[src/sv/slem_ram.sv]
// ----------------------------------------------------------------------------
// slem_ram
// Generic single-write, single-read memory with a registered read port.
// ----------------------------------------------------------------------------
module slem_ram #(
  parameter int WIDTH = 8,
  parameter int DEPTH = 16
) (
  input  logic                     clk,
  input  logic                     we,
  input  logic [$clog2(DEPTH)-1:0] waddr,
  input  logic [WIDTH-1:0]         wdata,
  input  logic [$clog2(DEPTH)-1:0] raddr,
  output logic [WIDTH-1:0]         rdata
);

  logic [WIDTH-1:0] mem [DEPTH];

  always_ff @(posedge clk) begin
    if (we) begin
      mem[waddr] <= wdata;
    end
    rdata <= mem[raddr];
  end

endmodule

[config.mk]
export PLATFORM = sky130hd
export DESIGN_NAME = slem_ram
export DESIGN_NICKNAME = d
export VERILOG_FILES = /design/src/sv/slem_ram.sv
export SDC_FILE = /design/constraint.sdc
export NUM_CORES = 1
export LEC_CHECK = 0
export BUFFER_PORTS_ARGS = -buffer_cell sky130_fd_sc_hd__buf_2
export CAP_MARGIN = 20
export CORE_MARGIN = 1
export CORE_UTILIZATION = 60
export CTS_CLUSTER_SIZE = 40
export DETAILED_ROUTE_END_ITERATION = 12
export GPL_TIMING_DRIVEN = 1
export HOLD_SLACK_MARGIN = 0.08
export PLACE_DENSITY = 0.78
export SYNTH_ARGS = -nofsm -noshare
export SYNTH_HDL_FRONTEND = slang
export SYNTH_SLANG_ARGS = --single-unit
[constraint.sdc]
create_clock -name clk -period 2.02 [get_ports clk]
set_input_delay 0.101 -clock clk [delete_from_list [all_inputs] [get_ports clk]]
set_output_delay 0.101 -clock clk [all_outputs]
set_load 0.005 [all_outputs]
==> results of run 1 <==
[area by class of cell]
cell class              count  area [um^2]  share of cell area
well taps                 105          131              0.0214
clock buffers              18          418              0.0682
multi-input cells          83         1060               0.172
flip-flops and latches    136         4000               0.653
clock inverters            14          126              0.0206
repair buffers             53          393              0.0641
[worst max-delay path: cells and delay by family, from the launching register on]
kind,cells,cell delay [ps]
compound gates,1,320
flops,1,380
mux,1,510
simple gates,1,90
[sequential cells by signal, indices dropped and copies added (netlist names)]
| signal | flops |
|---|---|
| mem | 128 |
| rdata | 8 |
[cell usage in the layout, fill, tap and decap left out, types with 3 or more instances in the layout]
cell,netlist,final
nand2_1,9,9
mux4_1,14,14
dlygate4sd3_1,0,8
clkinv_2,0,3
clkinvlp_4,0,5
nor3_1,4,4
buf_12,0,3
buf_4,1,17
dfxtp_1,8,8
a22oi_1,16,16
buf_2,3,25
clkbuf_16,0,16
nor2_1,13,13
clkinv_4,0,3
edfxtp_1,128,128
mux4_2,18,18
[metal layers]
layer	global-route usage	up-vias	routed length [um]
met2	0.382	114	4850
met4	0.0909	0	125
met5	0	-	0
met1	0.337	1272	4170
met3	0.0668	13	616
li1	-	1101	-
[final timing paths]
check	slack, ps	cells after the start	endpoint
worst max-delay path	620	3	rdata[3]
worst min-delay path	150	3	mem[0][4]
worst max register to register	620	3	rdata[3]
worst min register to register	670	3	rdata[2]
[power by group]
| part | total [mW] | internal [mW] | switching [mW] |
|---|---|---|---|
| Clock | 2.77 | 1.63 | 1.14 |
| Sequential | 3.17 | 3.16 | 0.0196 |
| Combinational | 0.304 | 0.140 | 0.164 |
| Total | 6.25 | 4.93 | 1.32 |
[stage by stage]
stage	total power [mW]	hold slack [ps]	instances	worst slack (ps)
after floorplan	3.39	200	229	426
after global placement	3.51	476	369	335
after detailed placement	3.53	481	369	322
after CTS	6.28	126	409	630
after global routing	6.42	141	409	557
final	6.25	145	409	617
[logic make-up (layout without fill, tap and decap cells)]
logic type             after synthesis  count (layout)
AO/OA/AOI/OAI                       16              16
buffers and inverters               10              85
flip-flops                         136             136
multiplexers                        32              32
AND/OR/NAND/NOR                     35              35
==> metrics.txt, run 1 <==
Die W=94.6 um; Syn-to-layout area delta=19.1%; drt wl/cell=23.8 um; fin crit share=0.694; setup TNS=0 ps; largest area contributor in the netlist=edfxtp_1; reg-to-reg startpoint=mem[2][3]; core footprint=0.00826 mm^2; placed cell areas=0.00551 mm^2; Synth top area share=0.747; Num CTS Buffers=17; CP max stage delay=510 ps; RSZ-0062 raised after global routing=no; cell-by-cell trace of the critical path=mux4_1 -> a22oi_1 -> nand2_1; Slew headroom=0.608; Ys Warns=0; global-route wire length before repair=14500 um; max-slew violation count=0; nets@finish=309; CP endpoint kind=flip-flop; Synth Area in Simple Gates=0.0318; diodes inserted=0; P_leak=2.10 nW; Total Wirelength=9750 um; mux contribution to synthesized area=0.150; worst setup path class=reg -> reg; Critical Path RT=2410 ps; worst hold path class=in -> reg; largest family of logic cells by synthesized area=multiplexers; CTS Root Cell=clkbuf_8; Main synth FF type=edfxtp_1; Port Buf Inserts=25; GP Congestion=0.860; CTS tree=yes; Synth Instances=229; critical path startpoint category=flip-flop; clock sinks=136; DRT antenna net count=0; Critical Path Start=mem[2][3]; average size of a mapped cell=22.5 um^2; num rows=33; top post-synthesis cells by count=edfxtp_1, mux4_2, a22oi_1; status=finished, final reports clean; WP data arrival=1800 ps; gr ovfl total=0; max-cap violations=0; final critical-path required period=1400 ps; xor and xnor fraction of the mapped netlist area=0; Worst-Skew Late Latency=510 ps; Worst Skew=5.94 ps; routed vias=2500; DRC violations left=0; Synth Register Bits=136; pin count of the biggest net entering global routing=23; Synth cell types=19; Setup violations, final=0; start point of the worst hold path=waddr[1]; vias in the first global route=2508; # hold bufs at CTS=8; 1st-pass router iterations=5; fmax=713 MHz; sequential fraction of the synthesis area=0.778; share of async-settable or async-resettable flops after synthesis=0; design area=0.00613 mm^2; Post-synth EDFFs=128; Layout Utilization=0.742; CP max-delay cell=mux4_1; initial antenna violation count=0; Post-Synthesis Cell Area=0.00515 mm^2; Worst-Margin Slew=585 ps; share of cells above drive strength 1=0.313; H-tree Lvls=4; post-CTS setup buffer count=0; Worst-path clk slew=60 ps; synth top area cells=edfxtp_1, mux4_2, mux4_1; DR iter-0 viols=251; Via density=6.11; post-cts gate resize count=0; final hold violation count=0; full die area=0.00895 mm^2; Compound-Gate Fraction of Synth Area=0.0233; count leader, synth=edfxtp_1; post-synth net total=247; DPL Wire Length=6180 um; Max Root-Sink Buffers=2; total track usage=0.246; Worst IR Drop VDD=0.000568 V; Top Ports=26; PD cells=1020 mW/mm^2; Starting Density=0.623; Adder-Cell Fraction of Synth Area=0; crit path max fanout=1; Die H=94.6 um; FILL cells=472
No activity file was read; power rests on OpenSTA's default activity.
==> inputs of run 2 (changes only) <==
==> constraint.sdc (replaced) <==
create_clock -name clk -period 1.3 [get_ports clk]
set_input_delay 0.065 -clock clk [delete_from_list [all_inputs] [get_ports clk]]
set_output_delay 0.065 -clock clk [all_outputs]
set_load 0.005 [all_outputs]
==> run 2 against run 1 <==
- the run now ends with setup timing left
- sequential cell count unchanged
- global-route usage grew 1.4 points
- non-clock buffer count increased by 12
- worst hold slack got worse by 33 ps
- setup slack worse by 690 ps
- largest cell class unchanged
==> metrics.txt, run 2 (synthesis gave the netlist of run 1 again) <==
most frequent cells in the layout=edfxtp_1, buf_4, mux4_2, buf_2, clkbuf_16; WP data arrival=1770 ps; nets@finish=321; Worst-path clk slew=60 ps; H-tree Lvls=4; Die W=94.6 um; CTS Root Cell=clkbuf_8; Syn-to-layout area delta=23.3%; met3 usage=0.0628; status=finished, violations left; commonest non-fill, non-tap cell in the layout=edfxtp_1; Slew headroom=0.361; R2R Path End=rdata[7]; max-slew violation count=0; fmax=728 MHz; Biggest register=mem; Sw Share=0.197; Port Buf Inserts=25; sequential power share=0.468; final setup margin=-74.1 ps; DRT antenna net count=0; drt wl/cell=24.7 um; Worst Skew=5.26 ps; Die H=94.6 um; CTS tree=yes; crit path max fanout=1; reg-to-reg startpoint=mem[2][7]; Setup violations, final=2; fin crit share=1.06; Num CTS Buffers=17; 1st-pass router iterations=4; global route hottest layer=met2; Worst Hold Path EP=mem[0][0]; routed vias=2561; Top Ports=26; combinational fraction of design power=0.051; Via density=6.08; Worst IR Drop VDD=0.000995 V; num rows=33; Worst-Skew Late Latency=510 ps; gr ovfl total=0; max-cap violations=0; P_leak=2.18 nW; violated checks=setup timing; final hold violation count=0; worst setup path class=reg -> reg; vias in the first global route=2635; total track usage=0.259; met1 Use GR=0.335; clock sinks=136; Starting Density=0.623; final critical-path required period=1370 ps; pin count of the biggest net entering global routing=23; full die area=0.00895 mm^2; CP endpoint kind=flip-flop; GP Congestion=0.747; Worst-Margin Slew=955 ps; worst slack at placement=-239 ps; core footprint=0.00826 mm^2; Max Root-Sink Buffers=2; Clock Power Share=0.482; max FFs per register=128; PD cells=1660 mW/mm^2; largest registers=mem (128), rdata (8); diodes inserted=0; global-route wire length before repair=15200 um; Critical Path RT=1700 ps; RSZ-0062 raised after global routing=yes; Total Wirelength=10400 um; WHS Path Cells=3; FILL cells=429; start point of the worst hold path=waddr[1]; worst hold path class=in -> reg; Psw=2.08 mW; setup TNS=-94.0 ps; DR iter-0 viols=222; internal power=8.47 mW; DPL Wire Length=5910 um; met2 Resource Use GR=0.411; critical path startpoint category=flip-flop; FF-to-FF setup slack=-70 ps; DRC violations left=0; worst reg-to-reg path cell count=3; initial antenna violation count=0; share of cells above drive strength 1=0.411
[run 2: routing by layer]
metal  wire length [um]  vias up
met4                279        0
li1                   -     1116
met5                  0        -
met3                568       21
met2               5450      116
met1               4100     1308
[run 2: area by class of cell]
cell class / count / area, um^2 / share of cell area
sequential: 136 / 4000 / 0.631
multi-input combinational: 83 / 1090 / 0.172
timing repair buffer: 65 / 483 / 0.0761
clock buffer: 17 / 414 / 0.0653
clock inverter: 15 / 224 / 0.0353
tap: 105 / 131 / 0.0207
[run 2: worst max-delay path: stages, from the launching register on]
cell	delay [ps]
edfxtp_1	460
mux4_2	540
a22oi_2	190
nand2_1	80
[run 2: power groups by stage]
| stage | clock, mW | combinational [mW] | sequential (mW) |
|---|---|---|---|
| finish | 5.08 | 0.533 | 4.93 |
| global route | 5.34 | 0.571 | 4.94 |
| CTS | 5.13 | 0.515 | 4.93 |
| detailed placement | 0 | 0.471 | 5.02 |
| global placement | 0 | 0.454 | 5.02 |
| floorplan | 0 | 0.249 | 5.02 |
[run 2: what timing repair did]
action / CTS / global route
buffers inserted: 0 / 0
hold buffers: 8 / 0
pin swaps: 6 / 4
hold endpoints to repair: 128 / 0
gates resized for setup: 10 / 11
setup endpoints to repair: 5 / 8
[run 2: worst max path at each step]
stage | startpoint | end | slack (ps) | depth (start not counted)
final | mem[2][7] | rdata[7] | -70 | 3
after global routing | mem[2][2] | rdata[2] | -60 | 3
after CTS | mem[0][5] | rdata[5] | -10 | 3
after detailed placement | raddr[0] | rdata[2] | -240 | 5
after global placement | raddr[0] | rdata[2] | -190 | 5
after floorplan | waddr[2] | mem[3][0] | -30 | 2
[run 2: stage by stage]
stage          std cells  utilization  power (mW)  hold WS [ps]  instance area, um^2
5_1_grt              421        0.768        10.9          93.1                 6340
4_1_cts              421        0.767        10.6          82.2                 6330
3_3_place_gp         381        0.678        5.47           442                 5600
3_5_place_dp         381        0.678        5.49           439                 5600
6_report             421        0.768        10.5           112                 6340
2_1_floorplan        229            -        5.27           164                 5150
