==> config.mk <==
export PLATFORM = sky130hd
export DESIGN_NAME = slem_evt_buf
export DESIGN_NICKNAME = d
export VERILOG_FILES = /design/src/sv/slem_pkg.sv /design/src/sv/slem_evt_buf.sv
export SDC_FILE = /design/constraint.sdc
export NUM_CORES = 1
export LEC_CHECK = 0
export ABC_AREA = 1
export BUFFER_PORTS_ARGS = -buffer_cell sky130_fd_sc_hd__buf_2
export CAP_MARGIN = 15
export CORE_ASPECT_RATIO = 1.1
export CORE_MARGIN = 3
export CORE_UTILIZATION = 51
export DETAILED_ROUTE_END_ITERATION = 10
export GPL_TIMING_DRIVEN = 0
export PLACE_DENSITY = 0.81
export SYNTH_ARGS = -nofsm -noshare
export SYNTH_HDL_FRONTEND = slang
export SYNTH_SLANG_ARGS = --single-unit
==> constraint.sdc <==
create_clock -name clk -period 2.4 [get_ports clk]
set_clock_uncertainty 0.2 [all_clocks]
set_input_delay 0.36 -clock clk [delete_from_list [all_inputs] [get_ports clk]]
set_output_delay 0.36 -clock clk [all_outputs]
set_load 0.03 [all_outputs]
==> src/sv/slem_pkg.sv <==
// ----------------------------------------------------------------------------
// slem_pkg
// Shared types and constants of the shared/exclusive lock manager.
// ----------------------------------------------------------------------------
package slem_pkg;

  // Request codes.
  localparam logic [2:0] REQ_START  = 3'd0;
  localparam logic [2:0] REQ_END    = 3'd1;
  localparam logic [2:0] REQ_SHARED = 3'd2;
  localparam logic [2:0] REQ_EXCL   = 3'd3;
  localparam logic [2:0] REQ_UNLOCK = 3'd4;

  // Event codes.
  localparam logic [2:0] KIND_STARTED   = 3'd0;
  localparam logic [2:0] KIND_ENDED     = 3'd1;
  localparam logic [2:0] KIND_GRANTED   = 3'd2;
  localparam logic [2:0] KIND_Q_OWN     = 3'd3;
  localparam logic [2:0] KIND_Q_CONFL   = 3'd4;
  localparam logic [2:0] KIND_UPGRADED  = 3'd5;
  localparam logic [2:0] KIND_RELEASED  = 3'd6;
  localparam logic [2:0] KIND_REJECTED  = 3'd7;

  // Lock modes.
  localparam logic [1:0] MODE_FREE   = 2'd0;
  localparam logic [1:0] MODE_SHARED = 2'd1;
  localparam logic [1:0] MODE_EXCL   = 2'd2;
  localparam logic [1:0] MODE_UPD    = 2'd3;

  // Compatibility of a held mode (first index) with a requested mode (bit).
  localparam logic [0:3] COMPAT [4] = '{4'b1110, 4'b1101, 4'b1000, 4'b1000};

  // Events reported per request at most.
  localparam int MAX_RESULTS = 64;
  localparam int RES_CNT_W   = 7;

  typedef struct packed {
    logic [2:0] req_type;
    logic [7:0] txn_id;
    logic [4:0] object_index;
  } in_item_t;

  typedef struct packed {
    logic [2:0] event_kind;
    logic [7:0] event_txn;
    logic [4:0] event_object;
    logic [1:0] event_mode;
    logic [7:0] blocker_txn;
    logic       last;
  } out_item_t;

  // Summary of one scanned holder row.
  typedef struct packed {
    logic       grant;
    logic [1:0] got_mode;
    logic       promo_hit;
  } row_res_t;

  typedef enum logic [3:0] {
    ST_CLR,
    ST_IDLE,
    ST_DEC,
    ST_ROW_RD,
    ST_ROW_LD,
    ST_END_REL,
    ST_UNL_REL,
    ST_PROMO,
    ST_LCK_ATT,
    ST_FLT_INIT,
    ST_FLT_RD,
    ST_FLT_LD,
    ST_RTY_HEAD,
    ST_RTY_QLD,
    ST_RTY_ATT,
    ST_FIN
  } state_t;

endpackage

==> src/sv/slem_evt_buf.sv <==
// ----------------------------------------------------------------------------
// slem_evt_buf
// Holds back one event so that the final event of a request carries last.
// ----------------------------------------------------------------------------
module slem_evt_buf (
  input  logic                clk,
  input  logic                rst_n,
  input  logic                em_valid,
  input  slem_pkg::out_item_t em_item,
  input  logic                flush,
  output logic                out_valid,
  output slem_pkg::out_item_t out_item
);

  logic                                pend_valid_r, pend_valid_nxt;
  slem_pkg::out_item_t                 pend_r, pend_nxt;
  logic [slem_pkg::RES_CNT_W-1:0]      cnt_r, cnt_nxt;
  logic                                out_valid_r, out_valid_nxt;
  slem_pkg::out_item_t                 out_r, out_nxt;
  logic                                take;

  always_comb begin
    take           = em_valid && (cnt_r < slem_pkg::RES_CNT_W'(slem_pkg::MAX_RESULTS));
    out_nxt        = pend_r;
    out_nxt.last   = flush;
    out_valid_nxt  = pend_valid_r && (take || flush);
    pend_nxt       = take ? em_item : pend_r;
    pend_valid_nxt = take ? 1'b1 : (flush ? 1'b0 : pend_valid_r);
    cnt_nxt        = flush ? '0 : (take ? cnt_r + 1'b1 : cnt_r);
  end

  always_ff @(posedge clk) begin
    if (!rst_n) begin
      pend_valid_r <= 1'b0;
      cnt_r        <= '0;
      out_valid_r  <= 1'b0;
    end else begin
      pend_valid_r <= pend_valid_nxt;
      cnt_r        <= cnt_nxt;
      out_valid_r  <= out_valid_nxt;
    end
    pend_r <= pend_nxt;
    out_r  <= out_nxt;
  end

  assign out_valid = out_valid_r;
  assign out_item  = out_r;

endmodule

==> flow_metrics.tcl, run 1 <==
set metrics [dict create \
    max_clock_freq_ghz 0.571 \
    ant_nets 0 \
    place_ws_ns 0.498 \
    worst_setup_path_end_kind "register" \
    portBuffers 57 \
    die_x_um 61.3 \
    synth_cells 106 \
    muxShareOfSynthArea_pct 0 \
    nets 233 \
    worstPathArrival_ns 1.83 \
    fill_cells 183 \
    dieArea_mm2 0.00410 \
    start_util_pct 54.9 \
    fin_crit_sh_pct 72.9 \
    ios 59 \
    critPathRequiredTime_ns 2.48 \
    slew_viol_final 0 \
    die_h_um 66.8 \
    finalSetupViolations 0 \
    synth_top_family_by_area "simple AND/OR/NAND/NOR gates" \
    crit_end "cnt_r[4]$_SDFFE_PP0P_" \
    final_area_mm2 0.00246 \
    clock-root-buffer "clkbuf_4" \
    startpoint "cnt_r[6]$_SDFFE_PP0P_" \
    max_stage_delay_ns 0.69 \
    clockPowerShare_pct 33.7 \
    hpwlAfterDp_um 1840 \
    layout_commonest_cell "buf_2" \
    grt_overflow 0 \
    clock_path_buffers 2 \
    ys_seq_area_share_pct 87.5 \
    worstMarginPinSlew_ns 0.867 \
    hold_path.class "input port to register" \
    coreArea_mm2 0.00313 \
    avgSynthCellArea_um2 16.2 \
    routedLengthMet1_um 1180 \
    synth_top_cell_by_area "edfxtp_1" \
    grt_pass1_wl_um 4620 \
    crit_buf_inv 0 \
    p_comb_share_pct 9.2 \
    synth-compound-area-share_pct 1.53 \
    slew_headroom_pct 42.1 \
    cp_top_family "simple AND/OR/NAND/NOR gates" \
    synth_simple_gate_area_share_pct 8.39 \
    period_needed_ns 1.75 \
    swShare_pct 22.5 \
    drt-initial-drc-count 21 \
    postCtsSetupRepairBufs 0 \
    cts_tree "yes" \
    leakage_nw 1.07 \
    synth_xor_area_share_pct 0.511 \
    synthAdderAreaFrac_pct 0.729 \
    placed_area_mm2 0.00204 \
    syn2layout_area_growth_pct 43.3 \
    layout-drive-gt1-share_pct 36.9 \
    cellPowerDensity_mw_per_mm2 851 \
    status "completed" \
    path_clk_slew_ns 0.09 \
    cts_buffers 9 \
    r2r-end "cnt_r[4]$_SDFFE_PP0P_" \
    netSwitchingPower_w 0.000471 \
    cts_max_level 3 \
    route.met3.wl_um 312 \
    antenna_found_initial 0 \
    ys_top_cells_by_area "edfxtp_1 46%, dfxtp_1 42%, nor2_1 3.1%, nand2_1 2.4%, inv_1 1.3%" \
    wl_per_cell_um 13.0 \
    reg2reg_slack_ns 0.65 \
    clkSinkCount 62 \
    ff_latch_area_mm2 0.00150 \
    yosys_warnings 0 \
    maxCapViolations 0 \
    num_antenna_cells 0 \
    finalWorstSetupSlack_ns 0.650 \
    start_kind "register" \
    internal_power_w 0.00162 \
    netlist_area_mm2 0.00172 \
    netlist-cell-type-count 14 \
    ys_seq_elements 62 \
    ff2ff_path_depth 6 \
    crit_slowest_cell "nor2_4" \
    synth.net_count 138 \
    worst-path-max-fanout 32 \
    grtUsageTotal_pct 17.2 \
    hold_viol_final 0 \
    netlist.area_leader.share_pct 45.5 \
    grt_max_degree 33 \
    ir_drop_mv 0.510 \
    r2r_start "cnt_r[6]$_SDFFE_PP0P_" \
    drt-total-wl_um 3120 \
    grt_setup_unrepaired "false" \
    clock_latency_ns 0.38 \
    drc 0 \
    routed.top_layer "met4" \
    finalPower_w 0.00209 \
    vias 1090 \
    place_congestion 0.632 \
    rows 21 \
    p_seq_share_pct 57.1 \
    crit_chain "nor2_4, nand2_4, nor2_4, nand2_1, nand2_1, nor2_1" \
    grt_pass1_vias 1068 \
    tns_ns 0 \
    crit_cells 6 \
    layout_common_cells "57 x buf_2, 36 x dfxtp_1, 27 x dlygate4sd3_1, 26 x edfxtp_1, 14 x nor2_1" \
    vias_per_cell 4.54 \
    multi_input_area_um2 191 \
    first_pass_iters 4 \
    setup.worst_path.class "register to register" \
    met2_wirelength_um 1580 \
]
per-stage QoR:
stage / utilization, % / hold WS (ns) / cells
after floorplan: - / 0.123 / 106
after global placement: 65.3 / 0.123 / 197
after detailed placement: 65.3 / 0.127 / 197
after CTS: 78.6 / 0.0212 / 240
after global routing: 78.6 / 0.0427 / 240
final: 78.6 / 0.0344 / 240
sequential cells by signal, summed over array words and instances (netlist names):
name          cells
out_item         27
out_nxt          26
cnt_r             7
out_valid         1
pend_valid_r      1
cells by family after synthesis:
family,after synthesis
buf+inv,6
compound gates,5
flops,62
xor+xnor,1
fa+ha+maj,1
simple gates,31
area by class of cell:
cell class	count	share of cell area, %
clock buffers	12	4.02
clock inverters	4	1.83
inverters	6	0.916
multi-input cells	38	7.79
flip-flops and latches	62	61.1
well taps	34	1.73
repair buffers	84	22.6
worst reg2reg max path, stage by stage, from the launching register on:
cell,delay [ns]
dfxtp_1,0.36
nor2_4,0.69
nand2_4,0.12
nor2_4,0.12
nand2_1,0.05
nand2_1,0.06
nor2_1,0.04
worst min path at each step:
stage | cells past startpoint | slack (ns) | end | startpoint
floorplan | 0 | 0.12 | out_item[10]$_DFF_P_ | out_nxt[10]$_DFFE_PP_
global placement | 0 | 0.12 | out_item[6]$_DFF_P_ | out_nxt[6]$_DFFE_PP_
detailed placement | 0 | 0.13 | out_item[21]$_DFF_P_ | out_nxt[21]$_DFFE_PP_
CTS | 3 | 0.02 | out_valid$_SDFF_PN0_ | rst_n
global route | 3 | 0.04 | out_valid$_SDFF_PN0_ | rst_n
finish | 3 | 0.03 | out_valid$_SDFF_PN0_ | rst_n
power by group through the flow:
stage | logic, W | clock network, W | registers (W)
3_3_place_gp | 0.000156 | 0 | 0.00121
3_5_place_dp | 0.000158 | 0 | 0.00122
6_report | 0.000192 | 0.000704 | 0.00119
5_1_grt | 0.000206 | 0.000780 | 0.00120
4_1_cts | 0.000192 | 0.000724 | 0.00119
2_1_floorplan | 0.0000176 | 0 | 0.00129
synth_stat cells:
| master | n |
|---|---|
| nand3_1 | 2 |
| nor2_2 | 1 |
| a31oi_1 | 1 |
| a21oi_1 | 1 |
| nor2_1 | 14 |
| nand2_1 | 11 |
| edfxtp_1 | 26 |
| inv_1 | 6 |
| xor2_1 | 1 |
| o21ai_0 | 3 |
| dfxtp_1 | 36 |
| nor2_4 | 2 |
| nand2_4 | 1 |
| ha_1 | 1 |
metal layers:
metal / GRT usage (%) / up-vias
met3: 6.59 / 6
met2: 27.0 / 53
met4: 11.1 / 0
met1: 18.9 / 483
met5: 0 / -
li1: - / 548
repair_timing:
item | CTS | global route
setup endpoints to repair | 0 | 0
hold endpoints to repair | 27 | 0
gates resized for setup | 0 | 0
hold buffers | 27 | 0
Note: power is estimated with default switching activity, not from simulation.
==> run 2, diff against run 1 <==
Settings changed: ABC_AREA 1 to 0, CORE_UTILIZATION 51 to 47, PLACE_DENSITY 0.81 to 0.76.
Clock period 2.4 ns to 1.8 ns, I/O delays scaled along.
==> run 2 against run 1 <==
Effect of this change: register-to-register slack got worse by 0.39 ns; critical path depth decreased by 2; worst setup slack got worse by 0.39 ns; maximum frequency increased by 13%; sequential share of layout area increased by 0.19 points; wire length decreased by 6.4%; count of clock-buffer cells in the layout increased by 3; combinational power increased by 33%; largest cell class unchanged; highest routed layer unchanged.
==> flow_metrics.tcl, run 2 <==
set metrics [dict create \
    ios 59 \
    crit_slowest_cell "clkbuf_4" \
    cellPowerDensity_mw_per_mm2 1080 \
    cts_tree "yes" \
    worst-path-max-fanout 30 \
    clkSinkCount 62 \
    layout-drive-gt1-share_pct 37.1 \
    grt_pass1_wl_um 4730 \
    yosysMostFrequentCell "dfxtp_1" \
    worst_hold_path.num_cells 4 \
    hold_path.class "input port to register" \
    netlist.area_leader.share_pct 46.0 \
    ys_top_cells_by_area "edfxtp_1 46%, dfxtp_1 42%, or3_1 1.1%, xnor2_1 1.0%, a21oi_1 0.88%" \
    coreArea_mm2 0.00341 \
    async_flop_share_pct 0 \
    grt_pass1_vias 1108 \
    synth_cells 93 \
    maxCapViolations 0 \
    clock_path_buffers 2 \
    period_needed_ns 1.54 \
    start_kind "register" \
    fill_cells 254 \
    crit_chain "and2b_2, clkbuf_4, mux2i_1, nor2_1" \
    grtUsageTotal_pct 14.8 \
    vias 1063 \
    ys_seq_elements 62 \
    critPathRequiredTime_ns 1.85 \
    slew_viol_final 0 \
    antenna_found_initial 0 \
    grt_max_degree 31 \
    finish.utilization_pct 71.8 \
    max_stage_delay_ns 0.39 \
    hold_end "cnt_r[6]$_SDFFE_PP0P_" \
    vias_per_cell 4.39 \
    drt-initial-drc-count 70 \
    hpwlAfterDp_um 1890 \
    worst_setup_path_end_kind "register" \
    finalSetupViolations 0 \
    grt_setup_unrepaired "false" \
    finalWorstSetupSlack_ns 0.257 \
    drt-total-wl_um 2920 \
    drc 0 \
    avgSynthCellArea_um2 18.2 \
    die_h_um 69.0 \
    ir_drop_mv 0.645 \
    ant_nets 0 \
    wl_per_cell_um 12.1 \
    netlist_area_mm2 0.00170 \
    worstMarginPinSlew_ns 0.414 \
    cp_top_family "buffers and inverters" \
    synth_edf_count 26 \
    cts_max_level 3 \
    r2r-end "cnt_r[1]$_SDFFE_PP0P_" \
    yosys_warnings 0 \
    place_ws_ns 0.0672 \
    holdCritStartpoint "em_valid" \
    worstPathArrival_ns 1.59 \
    portBuffers 57 \
    syn2layout_area_growth_pct 44.4 \
    clock-root-buffer "clkbuf_4" \
    synth.net_count 125 \
    ff2ff_path_depth 4 \
    rows 22 \
    synth_top_cell_by_area "edfxtp_1" \
    setup.worst_path.class "register to register" \
    path_clk_slew_ns 0.09 \
    cts_buffers 9 \
    hold_viol_final 0 \
    leakage_nw 1.03 \
    synth-main-ff-cell "dfxtp_1" \
    max_clock_freq_ghz 0.648 \
    r2r_start "cnt_r[6]$_SDFFE_PP0P_" \
    status "completed" \
    layout_common_cells "57 x buf_2, 36 x dfxtp_1, 28 x dlygate4sd3_1, 26 x edfxtp_1, 10 x clkbuf_4" \
    layout_commonest_cell "buf_2" \
    die_x_um 63.3 \
    layoutNonFillerInstCount 242 \
    dieArea_mm2 0.00437 \
    post-place-cells 198 \
    grt_overflow 0 \
    place_congestion 0.592 \
    reg2reg_slack_ns 0.26 \
    crit_buf_inv 1 \
    num_antenna_cells 0 \
    clock_latency_ns 0.36 \
    yosys-top-cells-count "36 x dfxtp_1, 26 x edfxtp_1, 4 x nor2_1" \
    ys_seq_area_share_pct 88.5 \
    nets 221 \
    tns_ns 0 \
    first_pass_iters 3 \
    slew_headroom_pct 72.4 \
    fin_crit_sh_pct 85.7 \
    netlist-cell-type-count 20 \
    start_util_pct 49.7 \
    largest_reg_flops 27 \
]
[run 2: report_power, final]
| part | switching [W] | total, W | internal [W] |
|---|---|---|---|
| logic | 0.000153 | 0.000255 | 0.000102 |
| registers | 0.0000228 | 0.00159 | 0.00157 |
| clock network | 0.000410 | 0.000809 | 0.000399 |
| total | 0.000586 | 0.00265 | 0.00207 |
[run 2: logic make-up after synthesis]
| kind of cell | after synthesis | share of synthesized area (%) |
|---|---|---|
| fa+ha+maj | 1 | 0.737 |
| xor+xnor | 2 | 1.03 |
| mux | 1 | 0.590 |
| compound gates | 9 | 3.24 |
| simple gates | 16 | 5.38 |
| flops | 62 | 88.5 |
| buf+inv | 2 | 0.516 |
[run 2: repair_timing]
action                                  4_1_cts  5_1_grt
endpoints found under the hold margin        30        0
gates resized for setup                       0        1
endpoints found under the setup margin        0        1
hold buffers                                 28        0
buffers inserted                              0        0
[run 2: cell type report]
type / instances / area [um^2] / area share, %
clock inverter: 1 / 5.00 / 0.204
clock buffer: 15 / 120 / 4.90
sequential: 62 / 1500 / 61.3
timing repair buffer: 85 / 566 / 23.1
buffer: 1 / 7.51 / 0.306
inverter: 1 / 3.75 / 0.153
tap: 48 / 60.1 / 2.45
multi-input combinational: 29 / 186 / 7.61
[run 2: worst register-to-register path: cells and delay by family, from the launching register on]
| family | cells | cell delay [ns] |
|---|---|---|
| simple gates | 2 | 0.27 |
| flops | 1 | 0.33 |
| buf+inv | 1 | 0.39 |
| mux | 1 | 0.25 |
[run 2: layer usage]
layer  routed length [um]  GRT usage (%)  vias up
li1                     -              -      522
met2                 1470           24.2       46
met3                  207           5.05        4
met5                    0              0        -
met4                   29           8.63        0
met1                 1220           16.6      491
[run 2: metrics by stage]
| stage | power [W] | hold WS (ns) | area, um^2 |
|---|---|---|---|
| floorplan | 0.00174 | 0.0977 | 1700 |
| global placement | 0.00182 | 0.124 | 2040 |
| detailed placement | 0.00183 | 0.127 | 2040 |
| CTS | 0.00270 | 0.101 | 2450 |
| global route | 0.00278 | 0.126 | 2450 |
| finish | 0.00265 | 0.131 | 2450 |
[run 2: worst max-delay path by stage]
stage	start	to	slack, ns	cells past startpoint
3_5_place_dp	em_valid	cnt_r[1]$_SDFFE_PP0P_	0.07	5
3_3_place_gp	em_valid	cnt_r[1]$_SDFFE_PP0P_	0.14	5
2_1_floorplan	cnt_r[6]$_SDFFE_PP0P_	cnt_r[1]$_SDFFE_PP0P_	0.30	4
6_report	cnt_r[6]$_SDFFE_PP0P_	cnt_r[1]$_SDFFE_PP0P_	0.26	4
4_1_cts	cnt_r[6]$_SDFFE_PP0P_	cnt_r[1]$_SDFFE_PP0P_	0.06	4
5_1_grt	cnt_r[6]$_SDFFE_PP0P_	cnt_r[1]$_SDFFE_PP0P_	0.13	4
